===== src/sv/stok_pkg.sv =====
// ----------------------------------------------------------------------------
// Shell line tokenizer package
// Result record, result kinds, token types, error causes and byte classes.
// ----------------------------------------------------------------------------
package stok_pkg;

    localparam logic [1:0] KIND_BYTE = 2'd0;
    localparam logic [1:0] KIND_END  = 2'd1;
    localparam logic [1:0] KIND_ERR  = 2'd2;
    localparam logic [1:0] KIND_DONE = 2'd3;

    localparam logic [1:0] TYPE_WORD    = 2'd0;
    localparam logic [1:0] TYPE_LITERAL = 2'd1;
    localparam logic [1:0] TYPE_DQUOTE  = 2'd2;
    localparam logic [1:0] TYPE_SQUOTE  = 2'd3;

    localparam logic [1:0] CAUSE_BAD_START = 2'd0;
    localparam logic [1:0] CAUSE_NONPRINT  = 2'd1;
    localparam logic [1:0] CAUSE_UNTERM    = 2'd2;

    localparam logic [7:0] CH_DQUOTE = 8'h22;
    localparam logic [7:0] CH_SQUOTE = 8'h27;
    localparam logic [7:0] CH_DOLLAR = 8'h24;
    localparam logic [7:0] CH_BSLASH = 8'h5C;

    localparam logic [15:0] CONS_MAX = 16'hFFFF;

    typedef struct packed {
        logic [1:0]  kind;
        logic [1:0]  token_type;
        logic [7:0]  out_byte;
        logic [1:0]  error_cause;
        logic        ok;
        logic [15:0] consumed;
        logic        last;
    } result_t;

    function automatic logic is_space(input logic [7:0] b);
        return (b == 8'h20) || (b >= 8'h09 && b <= 8'h0D);
    endfunction

    function automatic logic is_graph(input logic [7:0] b);
        return (b >= 8'h21) && (b <= 8'h7E);
    endfunction

    function automatic logic is_print(input logic [7:0] b);
        return (b >= 8'h20) && (b <= 8'h7E);
    endfunction

    function automatic result_t res_byte(input logic [1:0] t, input logic [7:0] b);
        result_t r;
        r = '0;
        r.kind = KIND_BYTE;
        r.token_type = t;
        r.out_byte = b;
        return r;
    endfunction

    function automatic result_t res_end(input logic [1:0] t);
        result_t r;
        r = '0;
        r.kind = KIND_END;
        r.token_type = t;
        return r;
    endfunction

    function automatic result_t res_err(input logic [1:0] c);
        result_t r;
        r = '0;
        r.kind = KIND_ERR;
        r.error_cause = c;
        return r;
    endfunction

    function automatic result_t res_done(input logic ok, input logic [15:0] cons);
        result_t r;
        r = '0;
        r.kind = KIND_DONE;
        r.ok = ok;
        r.consumed = cons;
        return r;
    endfunction

endpackage


===== src/sv/shell_line_tokenizer.sv =====
// ----------------------------------------------------------------------------
// Shell line tokenizer
// Splits a command-line byte stream into words, literals and quoted tokens.
// ----------------------------------------------------------------------------
// Input stream: one text byte per transfer in s_axis_tdata; s_axis_tuser high
// marks end of text (no byte). Result stream: token bytes (tuser kind 0),
// end-of-token markers (1), errors (2) and a final status with byte count (3).
// m_axis_tlast is high on the last result caused by one input transfer.
// Each accepted byte is classified in the cycle it arrives and its zero to
// three results land in a four-entry result queue; the first can appear on
// m_axis_tvalid in the cycle after acceptance. One byte per cycle is sustained
// while the receiver takes one result per cycle; a byte that yields two or
// three results (high-byte pairs, token end plus error) needs a transfer on
// the output for each, and s_axis_tready drops while fewer than three queue
// entries are free. Configuration writes (cfg_wr_en) take effect at once and
// belong between texts. Synchronous reset (aresetn low) empties the queue,
// returns the parser to idle between tokens and clears both options. While the
// receiver stalls, results hold in the queue and input stops once it holds two.
// ----------------------------------------------------------------------------
module shell_line_tokenizer #(
    parameter int COUNT_BITS = 16
) (
    input  logic        aclk,
    input  logic        aresetn,

    input  logic        cfg_wr_en,
    input  logic        cfg_index,
    input  logic        cfg_wdata,

    input  logic        s_axis_tvalid,
    output logic        s_axis_tready,
    input  logic [7:0]  s_axis_tdata,   // [7:0] in_byte
    input  logic        s_axis_tuser,   // [0] end_of_text

    output logic        m_axis_tvalid,
    input  logic        m_axis_tready,
    // [1:0] token_type, [9:2] out_byte, [11:10] error_cause, [12] ok,
    // [28:13] consumed, [31:29] zero
    output logic [31:0] m_axis_tdata,
    output logic [1:0]  m_axis_tuser,   // [1:0] kind
    output logic        m_axis_tlast
);

    localparam int CW = (COUNT_BITS > 16) ? COUNT_BITS : 16;
    localparam logic CFG_KEEP_QUOTES  = 1'b0;
    localparam logic CFG_WORD_ESCAPES = 1'b1;

    typedef enum logic [3:0] {
        ST_IDLE          = 4'd0,
        ST_START_LEAD    = 4'd1,
        ST_WORD          = 4'd2,
        ST_WORD_LEAD     = 4'd3,
        ST_WORD_ESC      = 4'd4,
        ST_WORD_ESC_LEAD = 4'd5,
        ST_DOLLAR_TRIM   = 4'd6,
        ST_QUOTE         = 4'd7,
        ST_QUOTE_ESC     = 4'd8,
        ST_FAILED        = 4'd9
    } state_t;

    logic                  keep_quotes_reg;
    logic                  word_escapes_reg;
    state_t                state_reg, state_next;
    logic                  qsingle_reg, qsingle_next;
    logic [7:0]            lead_reg, lead_next;
    logic [1:0]            type_reg, type_next;
    logic [COUNT_BITS-1:0] count_reg, count_next;

    stok_pkg::result_t     q_reg [4];
    logic [1:0]            head_reg, tail_reg;
    logic [2:0]            fill_reg;

    stok_pkg::result_t     res [3];
    logic [1:0]            n_res;
    logic                  do_idle, do_word;
    logic [7:0]            b;
    logic [7:0]            qc;
    logic [CW-1:0]         count_ext;
    logic [15:0]           count_sat;
    logic                  accept, pop;
    stok_pkg::result_t     head;

    assign accept = s_axis_tvalid && s_axis_tready;
    assign pop    = m_axis_tvalid && m_axis_tready;
    assign s_axis_tready = (fill_reg <= 3'd1);
    assign m_axis_tvalid = (fill_reg != 3'd0);

    assign head = q_reg[head_reg];
    assign m_axis_tdata = {3'b000, head.consumed, head.ok, head.error_cause,
                           head.out_byte, head.token_type};
    assign m_axis_tuser = head.kind;
    assign m_axis_tlast = head.last;

    assign count_ext = CW'(count_reg);
    assign count_sat = (count_ext > CW'(stok_pkg::CONS_MAX)) ? stok_pkg::CONS_MAX
                                                             : count_ext[15:0];

    always_comb begin
        state_next   = state_reg;
        qsingle_next = qsingle_reg;
        lead_next    = lead_reg;
        type_next    = type_reg;
        count_next   = count_reg;
        n_res        = 2'd0;
        res[0]       = '0;
        res[1]       = '0;
        res[2]       = '0;
        do_idle      = 1'b0;
        do_word      = 1'b0;
        b            = s_axis_tdata;
        qc           = qsingle_reg ? stok_pkg::CH_SQUOTE : stok_pkg::CH_DQUOTE;

        if (s_axis_tuser) begin
            // flush whatever token is open
            unique case (state_reg)
                ST_START_LEAD: begin
                    res[n_res] = stok_pkg::res_err(stok_pkg::CAUSE_BAD_START);
                    n_res = n_res + 2'd1;
                    state_next = ST_FAILED;
                end
                ST_WORD, ST_WORD_ESC, ST_DOLLAR_TRIM: begin
                    res[n_res] = stok_pkg::res_end(type_reg);
                    n_res = n_res + 2'd1;
                end
                ST_WORD_LEAD: begin
                    res[n_res] = stok_pkg::res_end(type_reg);
                    n_res = n_res + 2'd1;
                    res[n_res] = stok_pkg::res_err(stok_pkg::CAUSE_BAD_START);
                    n_res = n_res + 2'd1;
                    state_next = ST_FAILED;
                end
                ST_WORD_ESC_LEAD: begin
                    res[n_res] = stok_pkg::res_byte(type_reg, lead_reg);
                    n_res = n_res + 2'd1;
                    res[n_res] = stok_pkg::res_end(type_reg);
                    n_res = n_res + 2'd1;
                end
                ST_QUOTE, ST_QUOTE_ESC: begin
                    res[n_res] = stok_pkg::res_err(stok_pkg::CAUSE_UNTERM);
                    n_res = n_res + 2'd1;
                    state_next = ST_FAILED;
                end
                default: begin
                end
            endcase
            if (state_next == ST_FAILED) begin
                res[n_res] = stok_pkg::res_done(1'b0, 16'd0);
            end else begin
                res[n_res] = stok_pkg::res_done(1'b1, count_sat);
            end
            n_res = n_res + 2'd1;
            state_next   = ST_IDLE;
            qsingle_next = 1'b0;
            lead_next    = '0;
            type_next    = stok_pkg::TYPE_WORD;
            count_next   = '0;
        end else begin
            if (count_reg != '1) begin
                count_next = count_reg + COUNT_BITS'(1);
            end
            unique case (state_reg)
                ST_IDLE: begin
                    do_idle = 1'b1;
                end
                ST_START_LEAD: begin
                    if (b[7]) begin
                        type_next = stok_pkg::TYPE_WORD;
                        res[n_res] = stok_pkg::res_byte(type_next, lead_reg);
                        n_res = n_res + 2'd1;
                        res[n_res] = stok_pkg::res_byte(type_next, b);
                        n_res = n_res + 2'd1;
                        state_next = ST_WORD;
                    end else begin
                        res[n_res] = stok_pkg::res_err(stok_pkg::CAUSE_BAD_START);
                        n_res = n_res + 2'd1;
                        state_next = ST_FAILED;
                    end
                end
                ST_WORD: begin
                    do_word = 1'b1;
                end
                ST_WORD_LEAD: begin
                    if (b[7]) begin
                        res[n_res] = stok_pkg::res_byte(type_reg, lead_reg);
                        n_res = n_res + 2'd1;
                        res[n_res] = stok_pkg::res_byte(type_reg, b);
                        n_res = n_res + 2'd1;
                        state_next = ST_WORD;
                    end else begin
                        res[n_res] = stok_pkg::res_end(type_reg);
                        n_res = n_res + 2'd1;
                        res[n_res] = stok_pkg::res_err(stok_pkg::CAUSE_BAD_START);
                        n_res = n_res + 2'd1;
                        state_next = ST_FAILED;
                    end
                end
                ST_WORD_ESC: begin
                    if (b[7]) begin
                        lead_next  = b;
                        state_next = ST_WORD_ESC_LEAD;
                    end else begin
                        res[n_res] = stok_pkg::res_byte(type_reg, b);
                        n_res = n_res + 2'd1;
                        state_next = ST_WORD;
                    end
                end
                ST_WORD_ESC_LEAD: begin
                    res[n_res] = stok_pkg::res_byte(type_reg, lead_reg);
                    n_res = n_res + 2'd1;
                    state_next = ST_WORD;
                    if (b[7]) begin
                        res[n_res] = stok_pkg::res_byte(type_reg, b);
                        n_res = n_res + 2'd1;
                    end else begin
                        do_word = 1'b1;
                    end
                end
                ST_DOLLAR_TRIM: begin
                    if (!stok_pkg::is_space(b)) begin
                        state_next = ST_WORD;
                        do_word    = 1'b1;
                    end
                end
                ST_QUOTE: begin
                    priority if (b == qc) begin
                        if (keep_quotes_reg) begin
                            res[n_res] = stok_pkg::res_byte(type_reg, b);
                            n_res = n_res + 2'd1;
                        end
                        res[n_res] = stok_pkg::res_end(type_reg);
                        n_res = n_res + 2'd1;
                        state_next = ST_IDLE;
                    end else if (b == stok_pkg::CH_BSLASH) begin
                        state_next = ST_QUOTE_ESC;
                    end else if (stok_pkg::is_print(b)) begin
                        res[n_res] = stok_pkg::res_byte(type_reg, b);
                        n_res = n_res + 2'd1;
                    end else begin
                        res[n_res] = stok_pkg::res_err(stok_pkg::CAUSE_NONPRINT);
                        n_res = n_res + 2'd1;
                        state_next = ST_FAILED;
                    end
                end
                ST_QUOTE_ESC: begin
                    res[n_res] = stok_pkg::res_byte(type_reg, b);
                    n_res = n_res + 2'd1;
                    state_next = ST_QUOTE;
                end
                ST_FAILED: begin
                end
                default: begin
                    state_next = ST_IDLE;
                    do_idle    = 1'b1;
                end
            endcase

            // token start between tokens
            if (do_idle) begin
                priority if (stok_pkg::is_space(b)) begin
                end else if (b == stok_pkg::CH_DQUOTE || b == stok_pkg::CH_SQUOTE) begin
                    qsingle_next = (b == stok_pkg::CH_SQUOTE);
                    type_next    = qsingle_next ? stok_pkg::TYPE_SQUOTE
                                                : stok_pkg::TYPE_DQUOTE;
                    state_next   = ST_QUOTE;
                    if (keep_quotes_reg) begin
                        res[n_res] = stok_pkg::res_byte(type_next, b);
                        n_res = n_res + 2'd1;
                    end
                end else if (b == stok_pkg::CH_DOLLAR) begin
                    type_next  = stok_pkg::TYPE_LITERAL;
                    state_next = ST_DOLLAR_TRIM;
                end else if (stok_pkg::is_graph(b)) begin
                    type_next  = stok_pkg::TYPE_WORD;
                    state_next = ST_WORD;
                    do_word    = 1'b1;
                end else if (b[7]) begin
                    lead_next  = b;
                    state_next = ST_START_LEAD;
                end else begin
                    res[n_res] = stok_pkg::res_err(stok_pkg::CAUSE_BAD_START);
                    n_res = n_res + 2'd1;
                    state_next = ST_FAILED;
                end
            end

            // one byte inside a word or literal
            if (do_word) begin
                priority if (word_escapes_reg && b == stok_pkg::CH_BSLASH) begin
                    state_next = ST_WORD_ESC;
                end else if (stok_pkg::is_graph(b)) begin
                    res[n_res] = stok_pkg::res_byte(type_next, b);
                    n_res = n_res + 2'd1;
                end else if (b[7]) begin
                    lead_next  = b;
                    state_next = ST_WORD_LEAD;
                end else if (stok_pkg::is_space(b)) begin
                    res[n_res] = stok_pkg::res_end(type_next);
                    n_res = n_res + 2'd1;
                    state_next = ST_IDLE;
                end else begin
                    res[n_res] = stok_pkg::res_end(type_next);
                    n_res = n_res + 2'd1;
                    res[n_res] = stok_pkg::res_err(stok_pkg::CAUSE_BAD_START);
                    n_res = n_res + 2'd1;
                    state_next = ST_FAILED;
                end
            end
        end

        // mark the final result of this transfer
        for (int i = 0; i < 3; i++) begin
            res[i].last = (2'(i) == n_res - 2'd1);
        end
    end

    always_ff @(posedge aclk) begin
        if (!aresetn) begin
            keep_quotes_reg  <= 1'b0;
            word_escapes_reg <= 1'b0;
            state_reg        <= ST_IDLE;
            qsingle_reg      <= 1'b0;
            lead_reg         <= '0;
            type_reg         <= stok_pkg::TYPE_WORD;
            count_reg        <= '0;
            head_reg         <= '0;
            tail_reg         <= '0;
            fill_reg         <= '0;
        end else begin
            if (cfg_wr_en) begin
                if (cfg_index == CFG_KEEP_QUOTES) begin
                    keep_quotes_reg <= cfg_wdata;
                end
                if (cfg_index == CFG_WORD_ESCAPES) begin
                    word_escapes_reg <= cfg_wdata;
                end
            end
            if (accept) begin
                state_reg   <= state_next;
                qsingle_reg <= qsingle_next;
                lead_reg    <= lead_next;
                type_reg    <= type_next;
                count_reg   <= count_next;
                tail_reg    <= tail_reg + n_res;
            end
            if (pop) begin
                head_reg <= head_reg + 2'd1;
            end
            fill_reg <= fill_reg + (accept ? {1'b0, n_res} : 3'd0) - {2'b00, pop};
        end
    end

    // result queue payload
    always_ff @(posedge aclk) begin
        if (accept) begin
            for (int i = 0; i < 3; i++) begin
                if (2'(i) < n_res) begin
                    q_reg[tail_reg + 2'(i)] <= res[i];
                end
            end
        end
    end

    a_fill_bound: assert property (@(posedge aclk) disable iff (!aresetn)
        fill_reg <= 3'd4)
        else $error("result queue overfilled");

    a_done_pushed: assert property (@(posedge aclk) disable iff (!aresetn)
        accept && s_axis_tuser |=> fill_reg != 3'd0)
        else $error("end of text produced no status");

    a_failed_sticks: assert property (@(posedge aclk) disable iff (!aresetn)
        state_reg == ST_FAILED && !(accept && s_axis_tuser) |=> state_reg == ST_FAILED)
        else $error("left error state before end of text");

    a_idle_after_done: assert property (@(posedge aclk) disable iff (!aresetn)
        accept && s_axis_tuser |=> state_reg == ST_IDLE && count_reg == '0)
        else $error("state not cleared after end of text");

endmodule


===== config.mk =====
export PLATFORM = sky130hd
export DESIGN_NAME = shell_line_tokenizer
export DESIGN_NICKNAME = d
export VERILOG_FILES = /design/src/sv/stok_pkg.sv /design/src/sv/shell_line_tokenizer.sv
export SDC_FILE = /design/constraint.sdc
export NUM_CORES = 1
export LEC_CHECK = 0
export ABC_CLOCK_PERIOD_IN_PS = 22700
export BUFFER_PORTS_ARGS = -buffer_cell sky130_fd_sc_hd__buf_2
export CORE_MARGIN = 1
export CORE_UTILIZATION = 35
export DETAILED_ROUTE_END_ITERATION = 8
export PLACE_DENSITY_LB_ADDON = 0.3
export SLEW_MARGIN = 5
export SYNTH_ARGS = -nofsm -noshare
export SYNTH_HDL_FRONTEND = slang
export SYNTH_SLANG_ARGS = --single-unit

===== constraint.sdc =====
create_clock -name aclk -period 22.7 [get_ports aclk]
set_clock_uncertainty 0.15 [all_clocks]
set_input_delay 4.54 -clock aclk [delete_from_list [all_inputs] [get_ports aclk]]
set_output_delay 4.54 -clock aclk [all_outputs]
set_load 0.005 [all_outputs]

=== After elaboration in Yosys (flattened, before gate mapping) ===
Memory sizes are Yosys's and may differ from the RTL's. A register that Yosys moved wholly into a read port is not among the register bits.
Index checks and enable logic that the tools add are counted.

* Register bits after elaboration: 40
* RAM bits: 128
* Input bits: 16
* Output and inout bits: 37
* Word-level logic and storage cells: 265
* Memories: 1

{| class="wikitable"
|+ Memories
! name !! words !! bits a word !! rd ports !! clocked after Yosys merged registers in !! write ports !! RTL line !! source
|-
| q_reg || 4 || 32 || 1 || 1 || 3 || shell_line_tokenizer.sv:69 || <nowiki>stok_pkg::result_t q_reg [4];</nowiki>
|}

* Add/subtract/negate cells: 13
* $lt $le $gt $ge: 20
* Eq/ne operators: 20
* Muxes and demuxes: 154
* Bitwise gates (word level): 15
* Reduce and logical (&&, ||, !) cells: 32

{| class="wikitable"
|+ Operators with widths
! operator !! count
|-
| 96-bit two-way mux || 15
|-
| 32-bit two-way mux || 18
|-
| 96-bit bitwise mux || 5
|-
| 32-bit demux with 2-bit select || 5
|-
| 32-bit case mux with 4 select lines || 2
|-
| 32-bit case mux with 6 select lines || 1
|-
| 93-bit AND || 2
|-
| 93-bit NOT || 2
|-
| 8-bit two-way mux || 13
|-
| 90-bit AND || 1
|-
| 30-bit two-way mux || 3
|-
| 90-bit NOT || 1
|-
| 4-bit two-way mux || 19
|-
| 2-bit two-way mux || 33
|-
| 64-bit two-way mux || 1
|-
| 32-bit case mux with 2 select lines || 1
|-
| 63-bit two-way mux || 1
|-
| 16-bit two-way mux || 3
|-
| 8-bit by 6-bit equality test with 1-bit output (second input constant) || 4
|-
| 28-bit two-way mux || 1
|-
| 4-bit case mux with 7 select lines || 1
|-
| 1-bit two-way mux || 27
|-
| 16-bit by 1-bit adder with 16-bit output (second input constant) || 1
|-
| 4-bit by 3-bit equality test with 1-bit output (second input constant) || 4
|-
| other kinds (46) || 90
|}

=== Depth between registers and ports, before layout ===
* Depth in word-level cells: 31
* Gate-level depth with buffers: 24
* Gate-level depth less buffers: 21

=== Least setup slack after synthesis ===
Ideal clock, no wire load.

* Kind: input -> register
* Start: input s_axis_tdata[2]
* End: memory q_reg[2][0] (netlist bit), enable pin
* Setup time: 0.470 ns
* Arrival time: 9.861 ns
* Data required time: 22.080 ns
* Slack: 12.219 ns
* Cell stages on the path: 18
* Cells stage by stage: clkbuf_1 clkbuf_1 nand3_1 a211oi_2 a21oi_1 a21oi_1 ha_1 inv_1 o2111ai_1 nand2_1 inv_1 ha_1 nor3_1 nand3_1 a211o_2 a31o_2 o21ai_0 a211oi_1

{| class="wikitable"
|+ RTL lines
! what !! RTL line !! source
|-
| start, declared || shell_line_tokenizer.sv:32 || <nowiki>input logic [7:0] s_axis_tdata,</nowiki>
|-
| end, declared || shell_line_tokenizer.sv:69 ||
|}

==> results.py <==
metrics = {
    "global_route": {
        "grt_pass1_wl_mm": 44.5,
        "grt_overflow": 0,
        "grt_max_degree": 34,
        "antenna_found_initial": 0,
        "grt_util_all_layers_pct": 20.4,
        "grt_pass1_vias": 7520,
    },
    "clocking": {
        "h-tree-depth": 4,
        "cts_tree": "built",
        "clkSlewWorstSetupHoldPaths_ns": 0.07,
        "holdBufCountCts": 0,
        "cts_root_buf": "clkbuf_16",
        "clock_path_buffers": 2,
        "cts.sinks": 170,
        "insertion_delay_ns": 0.44,
        "post_cts_buffers": 0,
        "cts_buffers": 17,
        "cts_resized": 0,
    },
    "sta": {
        "finalSetupTns_ns": 0,
        "tightest_slew_ns": 1.16,
        "setup_viol": 0,
        "fmax_ghz": 0.0999,
        "grt_setup_unrepaired": "no",
        "drv_slew": 0,
        "post-route-min-period_ns": 10.01,
        "finalCritPeriodShare_pct": 44.1,
        "hold_viol_final": 0,
        "slew_headroom_pct": 22.6,
    },
    "logic_synthesis": {
        "netlist_area_um2": 9920,
        "syn_area_per_cell_um2": 10.3,
        "synth-main-ff-cell": "edfxtp_1",
        "ys_ff_latch": 170,
        "ys_top_cells_by_area": "edfxtp_1, dfxtp_1, mux4_2",
        "async_flop_share_pct": 0,
        "synth_top_area_share_pct": 38.7,
        "yosys.area.top_type": "edfxtp_1",
        "yosysSeqAreaShare_pct": 47.2,
        "synthDistinctLibCells": 89,
        "synth_edf_count": 128,
        "syn_inst": 960,
        "ys.warnings.count": 0,
    },
    "routing": {
        "wl_per_cell_um": 21.1,
        "wl_mm": 28.8,
        "drtIter0Drc": 784,
        "first_pass_iters": 6,
        "dr_total_vias": 7908,
        "drtAntennaViolNets": 0,
        "via_per_inst": 5.79,
        "route.detailed.drc": 0,
    },
    "power": {
        "ir_drop_v": 0.0000384,
        "power.density_nw_per_um2": 90.5,
        "p_leak_nw": 3.82,
    },
    "floorplanning": {
        "rows": 61,
        "ios": 53,
        "die-area_um2": 29000,
        "die_x_um": 170,
        "die_height_um": 170,
        "core_area_um2": 27900,
        "initial_core_util_pct": 35.6,
    },
    "critical_path": {
        "cp-end-kind": "flop",
        "worstPathArrival_ns": 10.02,
        "cp.required_ns": 22.70,
        "worstSetupPathType": "in2reg",
        "cp-start-kind": "input pin",
        "critPathMaxFanout": 25,
    },
    "place": {
        "dpl.hpwl_mm": 20.1,
        "numPortBuffers": 49,
        "place_congestion": 0.930,
    },
    "hold_path": {
        "min-delay-path-class": "reg2reg",
    },
    "layout": {
        "nets": 1006,
        "multi_input_area_um2": 4910,
        "largest_reg_flops": 128,
        "ff_latch_area_um2": 4690,
        "finish.utilization_pct": 39.8,
        "diodes": 0,
        "final_common_cell": "edfxtp_1",
        "final.fill_count": 2713,
        "syn_to_final_growth_pct": 11.8,
        "drive_above_1_share_pct": 16.6,
        "final_cell_mix": "edfxtp_1, nor2_1, nand2_1",
    },
    "status": {
        "status": "complete, no violations",
    },
    "job": {
        "drv_cap": 0,
    },
}
## routing by layer
metal,part of all wire [%],vias to the layer above,track usage [%]
met4,2.4,0,6.93
li1,-,3658,-
met1,47,3835,29.0
met2,45,362,31.2
met3,6.3,53,3.56
met5,0,-,0
## cells by family (layout without fill, tap and decap cells)
| family | Yosys count | in the layout | synth area share (%) |
|---|---|---|---|
| buffers and inverters | 88 | 113 | 3.90 |
| muxes | 35 | 35 | 7.57 |
| other | 1 | 3 | 0.0378 |
| AOI/OAI and AO/OA | 238 | 238 | 17.5 |
| adders and majority gates | 16 | 16 | 2.09 |
| DFF | 170 | 170 | 47.2 |
| and+or+nand+nor | 395 | 395 | 20.1 |
| xor gates and xnor gates | 17 | 17 | 1.50 |
## path summary, 6_finish.rpt
check                                      from  depth (start not counted)            to  slack (ns)
worst min register to register      lead_reg[7]                          2   lead_reg[7]        0.36
worst max-delay path            s_axis_tdata[7]                         18   q_reg[0][4]       12.69
worst max register to register     state_reg[3]                         12  q_reg[2][29]       16.72
worst min-delay path                lead_reg[7]                          2   lead_reg[7]        0.36
## synthesized netlist by cell type, types with 12 or more instances
master	instances
edfxtp_1	128
nor2_1	109
nand2_1	79
nor2b_1	46
nor3_1	44
dfxtp_1	42
clkbuf_1	40
a21oi_1	39
o21ai_0	39
mux4_2	32
nand3_1	25
inv_1	24
and2_1	19
a22oi_1	16
ha_1	15
a211oi_1	12
a31oi_1	12
buf_2	12
or3_1	12
## area by class of cell
type	instances	share of cell area, %
sequential	170	42.2
clock inverter	15	1.88
tap	378	4.26
multi-input combinational	704	44.3
clock buffer	17	3.83
inverter	25	0.846
timing repair buffer	56	2.68
## worst max-delay path: stages
cell       delay, ns
buf_2           0.26
or3_1           0.51
a211oi_2        0.48
a21oi_1         0.13
a21oi_1         0.42
ha_1            0.32
inv_1           0.05
o2111ai_1       0.16
nand2_1         0.18
inv_1           0.10
ha_1            0.30
nor3_1          0.20
nand3_1         0.09
a211o_2         0.39
a41oi_2         0.50
nor2_1          0.39
o22ai_2         0.85
nor2_1          0.12
## power by group
group          total, W  switching (W)  internal, W
clock          0.000305       0.000152     0.000153
sequential     0.000393      0.0000160     0.000377
combinational  0.000306       0.000185     0.000121
## stage by stage
stage | power (W) | area (um^2) | cells | hold slack, ns | worst slack [ns]
global route | 0.00105 | 11100 | 1365 | 0.401 | 12.34
CTS | 0.00101 | 11100 | 1365 | 0.363 | 12.72
detailed placement | 0.000707 | 10500 | 1333 | 0.350 | 12.28
finish | 0.00100 | 11100 | 1365 | 0.365 | 12.69
floorplan | 0.000605 | 9930 | 962 | 0.287 | 12.22
global placement | 0.000704 | 10500 | 1333 | 0.339 | 12.41
No activity file was read; power rests on OpenSTA's default activity.
